`config.mk`:
```
export PLATFORM = sky130hd
export DESIGN_NAME = mean_rms_accumulator
export DESIGN_NICKNAME = d
export VERILOG_FILES = /design/src/hw/rtl/mra_pkg.sv /design/src/hw/rtl/mra_accum.sv /design/src/hw/rtl/mra_csub.sv /design/src/hw/rtl/mra_engine.sv /design/src/hw/rtl/mean_rms_accumulator.sv
export SDC_FILE = /design/constraint.sdc
export NUM_CORES = 2
export LEC_CHECK = 0
export ABC_AREA = 1
export BUFFER_PORTS_ARGS = -buffer_cell sky130_fd_sc_hd__buf_2
export CORE_UTILIZATION = 50
export CTS_BUF_LIST = sky130_fd_sc_hd__clkbuf_2 sky130_fd_sc_hd__clkbuf_4 sky130_fd_sc_hd__clkbuf_8
export DETAILED_ROUTE_END_ITERATION = 8
export PLACE_DENSITY_LB_ADDON = 0.25
export RECOVER_POWER = 25
export SYNTH_ARGS = -nofsm -noshare
export SYNTH_HDL_FRONTEND = slang
export SYNTH_HIERARCHICAL = 1
export SYNTH_SLANG_ARGS = --single-unit
```
`constraint.sdc`:
```
create_clock -name clk -period 8.89 [get_ports clk]
set_input_delay 0.4445 -clock clk [delete_from_list [all_inputs] [get_ports clk]]
set_output_delay 0.4445 -clock clk [all_outputs]
set_load 0.01 [all_outputs]
```
`src/hw/rtl/mra_pkg.sv`:
```
package mra_pkg;

	// Fixed field and state widths
	localparam int SUM_W = 41;
	localparam int SQ_W  = 55;
	localparam int CNT_W = 25;
	localparam int OUT_W = 24;

	localparam logic [CNT_W-1:0] LIMIT_RESET = 25'd16777216;

	// Opcodes
	localparam logic [1:0] OP_START  = 2'd0;
	localparam logic [1:0] OP_SAMPLE = 2'd1;
	localparam logic [1:0] OP_FINISH = 2'd2;

	// Result status codes
	localparam logic [1:0] STAT_OK          = 2'd0;
	localparam logic [1:0] STAT_LIMIT       = 2'd1;
	localparam logic [1:0] STAT_NOT_RUNNING = 2'd2;
	localparam logic [1:0] STAT_RESULTS     = 2'd3;

	typedef struct packed {
		logic [1:0]         opcode;
		logic signed [15:0] sample;
		logic               end_of_buffer;
	} in_word_t;

	typedef struct packed {
		logic [1:0]              status;
		logic signed [OUT_W-1:0] average;
		logic [OUT_W-1:0]        rms;
		logic [CNT_W-1:0]        samples_taken;
		logic                    buffer_end;
	} out_word_t;

	// Accumulator contents seen by the finish engine
	typedef struct packed {
		logic [SUM_W-1:0] sum;
		logic [SQ_W-1:0]  sq;
		logic [CNT_W-1:0] count;
	} acc_view_t;

	// Immediate answer of the accumulator to the offered word
	typedef struct packed {
		logic [1:0]       status;
		logic [CNT_W-1:0] samples_taken;
	} acc_resp_t;

	typedef enum logic [1:0] {
		TS_IDLE,
		TS_CALC,
		TS_LOAD
	} top_state_t;

	typedef enum logic [2:0] {
		E_IDLE,
		E_DIV_AVG,
		E_DIV_RMS,
		E_SQRT,
		E_DONE
	} eng_state_t;

endpackage

```
`src/hw/rtl/mra_accum.sv`:
```
module mra_accum #(
	parameter int SAMPLE_BITS = 16,
	parameter int COUNT_BITS  = 24
) (
	input  logic                         clk,
	input  logic                         arst_n,
	input  logic                         take,
	input  mra_pkg::in_word_t            item,
	input  logic [mra_pkg::CNT_W-1:0]    sample_limit,
	output mra_pkg::acc_view_t           view,
	output mra_pkg::acc_resp_t           resp
);
	import mra_pkg::*;

	localparam int PROD_W = 2 * SAMPLE_BITS;
	localparam int LIM_W  = (COUNT_BITS + 1 > CNT_W) ? COUNT_BITS + 1 : CNT_W;

	logic [SUM_W-1:0] sum_q;
	logic [SQ_W-1:0]  sq_q;
	logic [CNT_W-1:0] count_q;
	logic             running_q;

	logic [LIM_W-1:0]         cap;
	logic [LIM_W-1:0]         lim;
	logic [LIM_W-1:0]         lim_eff;
	logic                     full;
	logic signed [SAMPLE_BITS-1:0] smp;
	logic signed [PROD_W-1:0] prod;
	logic [SUM_W-1:0]         sum_add;
	logic [SQ_W-1:0]          sq_add;
	logic                     add_en;

	// Effective limit: register value saturated at the counter range
	assign cap     = LIM_W'(1) << COUNT_BITS;
	assign lim     = LIM_W'(sample_limit);
	assign lim_eff = (lim > cap) ? cap : lim;
	assign full    = LIM_W'(count_q) >= lim_eff;

	assign smp     = signed'(item.sample[SAMPLE_BITS-1:0]);
	assign prod    = smp * smp;
	assign sum_add = {{(SUM_W - SAMPLE_BITS){smp[SAMPLE_BITS-1]}}, smp};
	assign sq_add  = {{(SQ_W - PROD_W){1'b0}}, prod};

	assign add_en = (item.opcode == OP_SAMPLE) && running_q && !full;

	always_comb begin
		unique case (item.opcode)
			OP_START: begin
				resp.status        = STAT_OK;
				resp.samples_taken = '0;
			end
			OP_SAMPLE: begin
				if (!running_q) begin
					resp.status        = STAT_NOT_RUNNING;
					resp.samples_taken = count_q;
				end else if (full) begin
					resp.status        = STAT_LIMIT;
					resp.samples_taken = count_q;
				end else begin
					resp.status        = STAT_OK;
					resp.samples_taken = count_q + CNT_W'(1);
				end
			end
			OP_FINISH: begin
				resp.status        = STAT_RESULTS;
				resp.samples_taken = count_q;
			end
			default: begin
				resp.status        = STAT_NOT_RUNNING;
				resp.samples_taken = count_q;
			end
		endcase
	end

	always_ff @(posedge clk or negedge arst_n) begin
		if (!arst_n) begin
			sum_q     <= '0;
			sq_q      <= '0;
			count_q   <= '0;
			running_q <= 1'b0;
		end else if (take) begin
			if (item.opcode == OP_START) begin
				sum_q     <= '0;
				sq_q      <= '0;
				count_q   <= '0;
				running_q <= 1'b1;
			end else if (item.opcode == OP_FINISH) begin
				running_q <= 1'b0;
			end else if (add_en) begin
				sum_q   <= sum_q + sum_add;
				sq_q    <= sq_q + sq_add;
				count_q <= count_q + CNT_W'(1);
			end
		end
	end

	assign view.sum   = sum_q;
	assign view.sq    = sq_q;
	assign view.count = count_q;

endmodule

```
`src/hw/rtl/mra_csub.sv`:
```
module mra_csub #(
	parameter int W = 26
) (
	input  logic [W-1:0] a,
	input  logic [W-1:0] b,
	output logic         ge,
	output logic [W-1:0] diff
);
	logic borrow;

	// One subtractor gives both the compare and the difference
	assign {borrow, diff} = {1'b0, a} - {1'b0, b};
	assign ge = !borrow;

endmodule

```
`src/hw/rtl/mra_engine.sv`:
```
module mra_engine #(
	parameter int FRACTION_BITS = 8
) (
	input  logic                         clk,
	input  logic                         arst_n,
	input  logic                         start,
	input  mra_pkg::acc_view_t           view,
	output logic                         done,
	output logic [mra_pkg::OUT_W-1:0]    average,
	output logic [mra_pkg::OUT_W-1:0]    rms
);
	import mra_pkg::*;

	localparam int RT_W  = (SQ_W + 2 * FRACTION_BITS + 1) / 2;
	localparam int XW    = 2 * RT_W;
	localparam int SU_W  = (CNT_W + 1 > RT_W + 3) ? CNT_W + 1 : RT_W + 3;
	localparam int CTR_W = $clog2(XW);

	eng_state_t state_q, state_d;

	logic [XW-1:0]    sh_q;
	logic [SU_W-1:0]  rem_q;
	logic [RT_W-1:0]  root_q;
	logic [CTR_W-1:0] ctr_q;
	logic             neg_q;
	logic [OUT_W-1:0] avg_q;
	logic [OUT_W-1:0] rms_q;

	logic [SUM_W-1:0] mag;
	logic [SU_W-1:0]  op_a;
	logic [SU_W-1:0]  op_b;
	logic [SU_W-1:0]  diff;
	logic             ge;
	logic             last;
	logic [XW-1:0]    quo_next;
	logic [RT_W-1:0]  root_next;

	mra_csub #(.W(SU_W)) u_csub (
		.a    (op_a),
		.b    (op_b),
		.ge   (ge),
		.diff (diff)
	);

	assign mag       = view.sum[SUM_W-1] ? (~view.sum + 1'b1) : view.sum;
	assign last      = (ctr_q == '0);
	assign quo_next  = {sh_q[XW-2:0], ge};
	assign root_next = {root_q[RT_W-2:0], ge};

	// Operand select for the shared compare-subtract
	always_comb begin
		unique case (state_q)
			E_DIV_AVG, E_DIV_RMS: begin
				op_a = SU_W'({rem_q[CNT_W-1:0], sh_q[XW-1]});
				op_b = SU_W'(view.count);
			end
			E_SQRT: begin
				op_a = SU_W'({rem_q[RT_W:0], sh_q[XW-1 -: 2]});
				op_b = SU_W'({root_q, 2'b01});
			end
			default: begin
				op_a = '0;
				op_b = '0;
			end
		endcase
	end

	// Next state
	always_comb begin
		state_d = state_q;
		unique case (state_q)
			E_IDLE: begin
				if (start) begin
					state_d = (view.count == '0) ? E_DONE : E_DIV_AVG;
				end
			end
			E_DIV_AVG: begin
				if (last) begin
					state_d = E_DIV_RMS;
				end
			end
			E_DIV_RMS: begin
				if (last) begin
					state_d = E_SQRT;
				end
			end
			E_SQRT: begin
				if (last) begin
					state_d = E_DONE;
				end
			end
			E_DONE: begin
				state_d = E_IDLE;
			end
			default: begin
				state_d = E_IDLE;
			end
		endcase
	end

	// Outputs
	always_comb begin
		done    = (state_q == E_DONE);
		average = avg_q;
		rms     = rms_q;
	end

	always_ff @(posedge clk or negedge arst_n) begin
		if (!arst_n) begin
			state_q <= E_IDLE;
		end else begin
			state_q <= state_d;
		end
	end

	always_ff @(posedge clk) begin
		unique case (state_q)
			E_IDLE: begin
				if (start) begin
					neg_q <= view.sum[SUM_W-1];
					sh_q  <= XW'(mag) << FRACTION_BITS;
					rem_q <= '0;
					ctr_q <= CTR_W'(XW - 1);
					if (view.count == '0) begin
						avg_q <= '0;
						rms_q <= '0;
					end
				end
			end
			E_DIV_AVG: begin
				if (last) begin
					avg_q <= neg_q ? (~quo_next[OUT_W-1:0] + 1'b1) : quo_next[OUT_W-1:0];
					// reload with the scaled sum of squares
					sh_q  <= XW'(view.sq) << (2 * FRACTION_BITS);
					rem_q <= '0;
					ctr_q <= CTR_W'(XW - 1);
				end else begin
					sh_q  <= quo_next;
					rem_q <= ge ? diff : op_a;
					ctr_q <= ctr_q - 1'b1;
				end
			end
			E_DIV_RMS: begin
				sh_q <= quo_next;
				if (last) begin
					rem_q  <= '0;
					root_q <= '0;
					ctr_q  <= CTR_W'(RT_W - 1);
				end else begin
					rem_q <= ge ? diff : op_a;
					ctr_q <= ctr_q - 1'b1;
				end
			end
			E_SQRT: begin
				rem_q  <= ge ? diff : op_a;
				root_q <= root_next;
				sh_q   <= {sh_q[XW-3:0], 2'b00};
				ctr_q  <= ctr_q - 1'b1;
				if (last) begin
					rms_q <= root_next[OUT_W-1:0];
				end
			end
			default: begin
			end
		endcase
	end

endmodule

```
`src/hw/rtl/mean_rms_accumulator.sv`:
```
// Mean and RMS of a stream of signed converter samples. A start word opens
// an acquisition and clears the running sum, the sum of squares and the
// count; each sample word inside a running acquisition is added to both
// sums until the configured sample limit (capped at 2**COUNT_BITS) is hit;
// a finish word closes the acquisition and reports the mean and the root
// mean square in fixed point with FRACTION_BITS fraction bits, both
// truncated. Every input word yields exactly one result word. Start and
// sample words can be accepted back to back while the result register
// drains. A finish word runs two restoring divisions and one
// digit-by-digit square root on a single shared compare-subtract unit,
// one quotient or root bit per cycle, with the divisions working on
// 55 + 2*FRACTION_BITS bits rounded up to even; meanwhile no new word is
// taken. sample_limit may only be written while the block is idle.
module mean_rms_accumulator #(
	parameter int SAMPLE_BITS   = 16,
	parameter int COUNT_BITS    = 24,
	parameter int FRACTION_BITS = 8
) (
	input  logic                         clk,
	input  logic                         arst_n,
	input  logic                         item_valid,
	output logic                         item_ready,
	input  mra_pkg::in_word_t            item,
	output logic                         result_valid,
	input  logic                         result_ready,
	output mra_pkg::out_word_t           result,
	input  logic                         cfg_wen,
	input  logic [mra_pkg::CNT_W-1:0]    cfg_wdata
);
	import mra_pkg::*;

	top_state_t state_q, state_d;

	logic [CNT_W-1:0] sample_limit_q;
	logic             result_valid_q;
	out_word_t        result_q;
	out_word_t        result_d;
	logic             eob_q;

	logic             take;
	logic             out_free;
	logic             is_finish;
	logic             eng_start;
	logic             load_now;
	logic             eng_done;
	logic [OUT_W-1:0] eng_avg;
	logic [OUT_W-1:0] eng_rms;
	acc_view_t        view;
	acc_resp_t        resp;

	assign take      = item_valid && item_ready;
	assign out_free  = !result_valid_q || result_ready;
	assign is_finish = (item.opcode == OP_FINISH);

	mra_accum #(
		.SAMPLE_BITS (SAMPLE_BITS),
		.COUNT_BITS  (COUNT_BITS)
	) u_accum (
		.clk          (clk),
		.arst_n       (arst_n),
		.take         (take),
		.item         (item),
		.sample_limit (sample_limit_q),
		.view         (view),
		.resp         (resp)
	);

	mra_engine #(
		.FRACTION_BITS (FRACTION_BITS)
	) u_engine (
		.clk     (clk),
		.arst_n  (arst_n),
		.start   (eng_start),
		.view    (view),
		.done    (eng_done),
		.average (eng_avg),
		.rms     (eng_rms)
	);

	// Next state: finish parks the front end until its report is loaded
	always_comb begin
		state_d = state_q;
		unique case (state_q)
			TS_IDLE: begin
				if (take && is_finish) begin
					state_d = TS_CALC;
				end
			end
			TS_CALC: begin
				if (eng_done) begin
					state_d = TS_LOAD;
				end
			end
			TS_LOAD: begin
				if (out_free) begin
					state_d = TS_IDLE;
				end
			end
			default: begin
				state_d = TS_IDLE;
			end
		endcase
	end

	// Handshake and load strobes
	always_comb begin
		item_ready = (state_q == TS_IDLE) && out_free;
		eng_start  = take && is_finish;
		load_now   = (take && !is_finish) || ((state_q == TS_LOAD) && out_free);
	end

	// Result word: report from the engine, or the immediate answer
	always_comb begin
		if (state_q == TS_LOAD) begin
			result_d.status        = STAT_RESULTS;
			result_d.average       = signed'(eng_avg);
			result_d.rms           = eng_rms;
			result_d.samples_taken = view.count;
			result_d.buffer_end    = eob_q;
		end else begin
			result_d.status        = resp.status;
			result_d.average       = '0;
			result_d.rms           = '0;
			result_d.samples_taken = resp.samples_taken;
			result_d.buffer_end    = item.end_of_buffer;
		end
	end

	always_ff @(posedge clk or negedge arst_n) begin
		if (!arst_n) begin
			state_q        <= TS_IDLE;
			result_valid_q <= 1'b0;
			sample_limit_q <= LIMIT_RESET;
		end else begin
			state_q <= state_d;
			if (cfg_wen) begin
				sample_limit_q <= cfg_wdata;
			end
			// hold the word until taken, then drop valid unless refilled
			if (load_now) begin
				result_valid_q <= 1'b1;
			end else if (result_ready) begin
				result_valid_q <= 1'b0;
			end
		end
	end

	always_ff @(posedge clk) begin
		if (load_now) begin
			result_q <= result_d;
		end
		if (eng_start) begin
			eob_q <= item.end_of_buffer;
		end
	end

	assign result_valid = result_valid_q;
	assign result       = result_q;

endmodule
```
; After elaboration in Yosys (flattened, before gate mapping)
; Index checks and enable logic that the tools add are counted.
[op_classes]
n_bitwise = 2
order_cmp = 2
addsub = 7
n_mul = 1
n_eq_ne = 17
muxes = 51
n_reduce_logical = 37
[ops]
columns = cell, count
row1 = one-hot mux 72 bit (4 select lines), 1
row2 = two-way mux 55 bit, 3
row3 = two-way mux 41 bit, 4
row4 = two-way mux 72 bit, 2
row5 = two-way mux 24 bit, 5
row6 = two-way mux 37 bit, 3
row7 = one-hot mux 37 bit (3 select lines), 1
row8 = two-way mux 25 bit, 4
row9 = one-hot mux 24 bit (2 select lines), 2
row10 = one-hot mux 27 bit (3 select lines), 1
row11 = one-hot mux 39 bit (2 select lines), 1
row12 = one-hot mux 38 bit (2 select lines), 1
row13 = one-hot mux 36 bit (2 select lines), 1
row14 = adder 55 x 32 -> 55 bit, 1
row15 = two-way mux 26 bit, 2
row16 = adder 41 x 1 -> 41 bit (second input constant), 1
row17 = adder 41 bit, 1
row18 = inverter 41 bit, 1
row19 = subtractor 39 x 38 -> 40 bit, 1
row20 = two-way mux 36 bit, 1
row21 = multiplier 16 x 16 -> 32 bit, 1
row22 = one-hot mux 7 bit (4 select lines), 1
row23 = two-way mux 27 bit, 1
row24 = adder 25 x 1 -> 25 bit (second input constant), 1
row25 = other kinds (32), 76
[word_totals]
wordCells = 138
out_inout_bits = 78
ff_bits = 431
inputBits = 49

; Logic depth before layout (Yosys ltp)
[logic_depth]
word_depth = 10
mapped_depth = 40
ltp_nobuf = 39

; Modules after synthesis
; The synthesis kept the hierarchy.
[modules_own_cells]
columns = mod, cells_each, seq_area_each_um2, instances, area_each_um2
row1 = mra_accum, 3556, 3052.9, 1, 23216.0
row2 = mra_engine, 1417, 6110.9, 1, 12044.1
row3 = mean_rms_accumulator, 340, 3014.1, 1, 4161.5
row4 = mra_csub, 643, 0.0, 1, 3196.8

; Least setup slack after synthesis
; Ideal clock, no wire load.
[synth_path]
path_kind = in2reg
start = input item[4] (netlist name)
end = register u_accum.sq_q[54]
arrival_ps = 7255
required_time_ps = 8807
setup_ps = 83
path_slack_ps = 1552
cell_stages = 35
n_path_buf = 2
cell_sequence = clkbuf_1 clkbuf_1 nand2_1 inv_1 fa_1 inv_1 fa_1 inv_1 fa_1 inv_1 fa_1 fa_1 fa_1 inv_1 ha_1 nand2_1 inv_1 a21oi_1 nor2_1 a211oi_1 o21ai_0 nor2_1 and2_1 nor2_1 ha_1 nand2_1 nor2_1 inv_1 nor2_1 inv_1 nor3_1 nand2_1 nand3b_1 nand3_1 o21ai_0
[synth_via]
elab_chain_len = 5
[synth_lines]
columns = element, line_no
row1 = start: declaration, mean_rms_accumulator.sv:23  ; input mra_pkg::in_word_t item,
row2 = multiplier 16 x 16 -> 32 bit, mra_accum.sv:40  ; assign prod = smp * smp;
row3 = adder 55 x 32 -> 55 bit, mra_accum.sv:91  ; sq_q <= sq_q + sq_add;
row4 = two-way mux 55 bit, mra_accum.sv:89  ; end else if (add_en) begin
row5 = two-way mux 55 bit, mra_accum.sv:87  ; end else if (item.opcode == OP_FINISH) begin
row6 = two-way mux 55 bit, mra_accum.sv:82  ; if (item.opcode == OP_START) begin
row7 = end signal: assignment, mra_accum.sv:91
row8 = end: declaration, mra_accum.sv:19  ; logic [SQ_W-1:0] sq_q;
; Every way passes these cells. The select of a mux whose other input is x is not followed.
; A chain may end at the register's enable or synchronous reset.

; Worst setup path after layout
[layout_path]
start = input item[16] (netlist name)
end = register u_accum.sq_q[34]
; Same word-level chain as after synthesis.

==> impl_metrics.yaml <==
sta:
  finalCritPeriodShare: 0.884
  finalWorstSetupSlack_ns: 1.03
  grt_setup_unrepaired: "no"
  tns_ns: 0
  count_of_final_hold_check_violations: 0
  setup_viol: 0
  final_period_minus_worst_setup_slack_ns: 7.86
  finalMaxSlewViolations: 201
  clock_skew_ns: 0.0556
  slew_headroom: -1.67
  fmax_mhz: 127
  worst_slew_pin_slew_ns: 4.00
synth:
  post_synth_instance_area_mm2: 0.0425
  synth_cells: 5926
  post_synth.cell_area_avg_um2: 7.17
  yosys_warnings: 6
  synthesis.nets: 6445
critical_path:
  ff2ff_setup_slack_ns: 3.70
  worst_ep_arrival_time_ns: 8.42
  worst_setup_path_end_kind: "flop"
  cp-start-kind: "input pin"
  worst-endpoint-required_ns: 9.45
  worst_r2r_endpoint: "u_engine/average[16]$_SDFFCE_PN0P_"
  timing.critical_path.buf_inv: 7
  slowest_delay_ns: 0.71
  crit_cells: 30
  crit_fanout: 30
  r2r.worst_path.cells: 24
  crit_type: "in -> reg"
  crit-reg2reg-launch: "u_engine/state_q[2]$_DFFE_PN0P_"
  path_delay_family: "adder cells"
  critical_path.slowest_cell: "sky130_fd_sc_hd__nor4_1"
  crit_top_cell: "sky130_fd_sc_hd__fa_1"
min_path:
  timing.hold.worst.start: "result_ready"
  min-delay-path-class: "in -> reg"
  worstHoldPathCells: 4
  min_delay_worst_endpoint: "result_valid$_DFFE_PN0P_"
die:
  floorplan.initialDensity: 0.507
  die_height_um: 294
  top_level_ports: 127
  die-width_um: 294
  coreArea_mm2: 0.0838
  design.die.area_mm2: 0.0861
  fp-row-count: 106
status:
  outcome: "finished, violations left"
  violated_checks: "capacitance limit, slew limit"
placed_design:
  dp_hpwl_um: 93500
  placed_area_mm2: 0.0439
  placement.setup.worst_slack_ns: 0.412
  place_congestion: 0.959
  numPortBuffers: 126
detailed_routing:
  detail-route-antenna-nets: 0
  drt_drc_violations_left: 0
  avgViaCountPerCell: 5.23
  vias: 37800
  totalWireLength_um: 121000
  drt_first_pass_iters: 8
  dr.first_iter.drc_count: 3242
  routedWlPerCell_um: 16.8
clock_tree:
  cts_tree: "yes"
  clk_transition_reported_paths_ns: 0.06
  clk_root_buffer_cell: "sky130_fd_sc_hd__clkbuf_8"
  number_of_buffers_on_the_longest_clock_path: 3
  worstSkewPairLatency_ns: 0.72
  number_of_clock_sinks_seen_by_cts: 431
  tritoncts.num_buffers: 80
  ctsHtreeMaxLevel: 3
  post_cts_buffers: 0
finish:
  multi_input_comb_area_mm2: 0.0248
  design.final.nets: 6545
  stdcell_area_mm2: 0.0457
  commonest_cells_after_routing_fill_and_taps_aside: "1,753 x sky130_fd_sc_hd__nand2_1, 1,208 x sky130_fd_sc_hd__inv_1, 584 x sky130_fd_sc_hd__nor2_1"
  area.sequential_mm2: 0.0122
  layout_cells_sized_above_1: 0.0708
  fill_cells: 8311
  synthToLayoutAreaGrowth_pct: 7.63
  layout.cells.most_common: "sky130_fd_sc_hd__nand2_1"
global_route:
  gr-usage-all-layers: 0.285
  grt_max_degree: 165
  initial_antenna_violation_count: 3
  grt_pass1_vias: 36200
  grt_remaining_overflow: 0
  global_route_wire_length_before_repair_um: 195000
job:
  timing.max_cap.violations: 4
registers in the layout, indices dropped and copies added, names as in the netlist, 3 cells and up:
register          flops
u_accum/sq_q         55
u_engine/ctr_q        7
u_engine/root_q      36
u_engine/rem_q       37
sample_limit_q       25
u_engine/state_q      3
u_engine/sh_q        72
u_engine/average     24
u_engine/rms         24
u_accum/sum_q        41
result               76
u_accum/count_q      25
worst reg2reg max path, cell delays in order (launching register included):
cell and delay [ns]:
sky130_fd_sc_hd__dfrtp_1 0.51, sky130_fd_sc_hd__nor2_4 0.26, sky130_fd_sc_hd__nand2_8 0.53, sky130_fd_sc_hd__o22ai_1 0.53
sky130_fd_sc_hd__inv_1 0.10, sky130_fd_sc_hd__ha_1 0.36, sky130_fd_sc_hd__nand2_2 0.16, sky130_fd_sc_hd__inv_1 0.07
sky130_fd_sc_hd__a21oi_2 0.17, sky130_fd_sc_hd__inv_1 0.08, sky130_fd_sc_hd__a21oi_1 0.16, sky130_fd_sc_hd__nand2_2 0.12
sky130_fd_sc_hd__nand2_2 0.08, sky130_fd_sc_hd__nand2_1 0.07, sky130_fd_sc_hd__nand2_1 0.06, sky130_fd_sc_hd__nand2_1 0.04
sky130_fd_sc_hd__buf_4 0.26, sky130_fd_sc_hd__inv_1 0.14, sky130_fd_sc_hd__ha_1 0.19, sky130_fd_sc_hd__nand4_1 0.13
sky130_fd_sc_hd__nand2_1 0.15, sky130_fd_sc_hd__nand3_1 0.22, sky130_fd_sc_hd__nor2_1 0.24, sky130_fd_sc_hd__nand2_1 0.07
sky130_fd_sc_hd__and3_1 0.19
stage by stage:
step                instances  hold WS, ns  utilization
floorplan                5926        0.149            -
global placement         7051        0.359        0.523
detailed placement       7051        0.362        0.523
CTS                      7222       0.0776        0.547
global route             7224        0.125        0.546
finish                   7224        0.124        0.546
metal layers:
layer / up-vias / part of all wire / GRT usage
met1: 17800 / 0.45 / 0.403
li1: 18600 / - / -
met4: 2 / 0.027 / 0.0854
met5: - / 0.000091 / 0
met3: 212 / 0.068 / 0.0384
met2: 1183 / 0.45 / 0.452
worst max-delay path by stage:
stage | startpoint | slack (ns) | end
2_1_floorplan | item[4] | 1.55 | u_accum/sq_q[54]$_DFFE_PN0P_
3_3_place_gp | item[16] | 0.41 | u_accum/sq_q[39]$_DFFE_PN0P_
6_report | item[16] | 1.03 | u_accum/sq_q[34]$_DFFE_PN0P_
4_1_cts | item[16] | 1.13 | u_accum/sq_q[54]$_DFFE_PN0P_
5_1_grt | item[16] | 0.44 | u_accum/sq_q[54]$_DFFE_PN0P_
3_5_place_dp | item[16] | 0.41 | u_accum/sq_q[34]$_DFFE_PN0P_
layout make-up:
class                           instances  area share
Tap cell                             1134      0.0310
Clock inverter                         42     0.00895
Multi-Input combinational cell       4112       0.543
Antenna cell                            2    0.000109
Clock buffer                          102      0.0278
Timing Repair Buffer                  177      0.0219
Inverter                             1224       0.101
Sequential cell                       431       0.266
repair_timing:
action	in CTS	in global routing
hold buffers	27	0
endpoints found under the setup margin	0	0
gates resized for setup	0	0
endpoints found under the hold margin	53	0
Power is left out: the tool's default activity adds up to more than one toggle a clock period on the data nets, which glitch-free logic cannot reach.
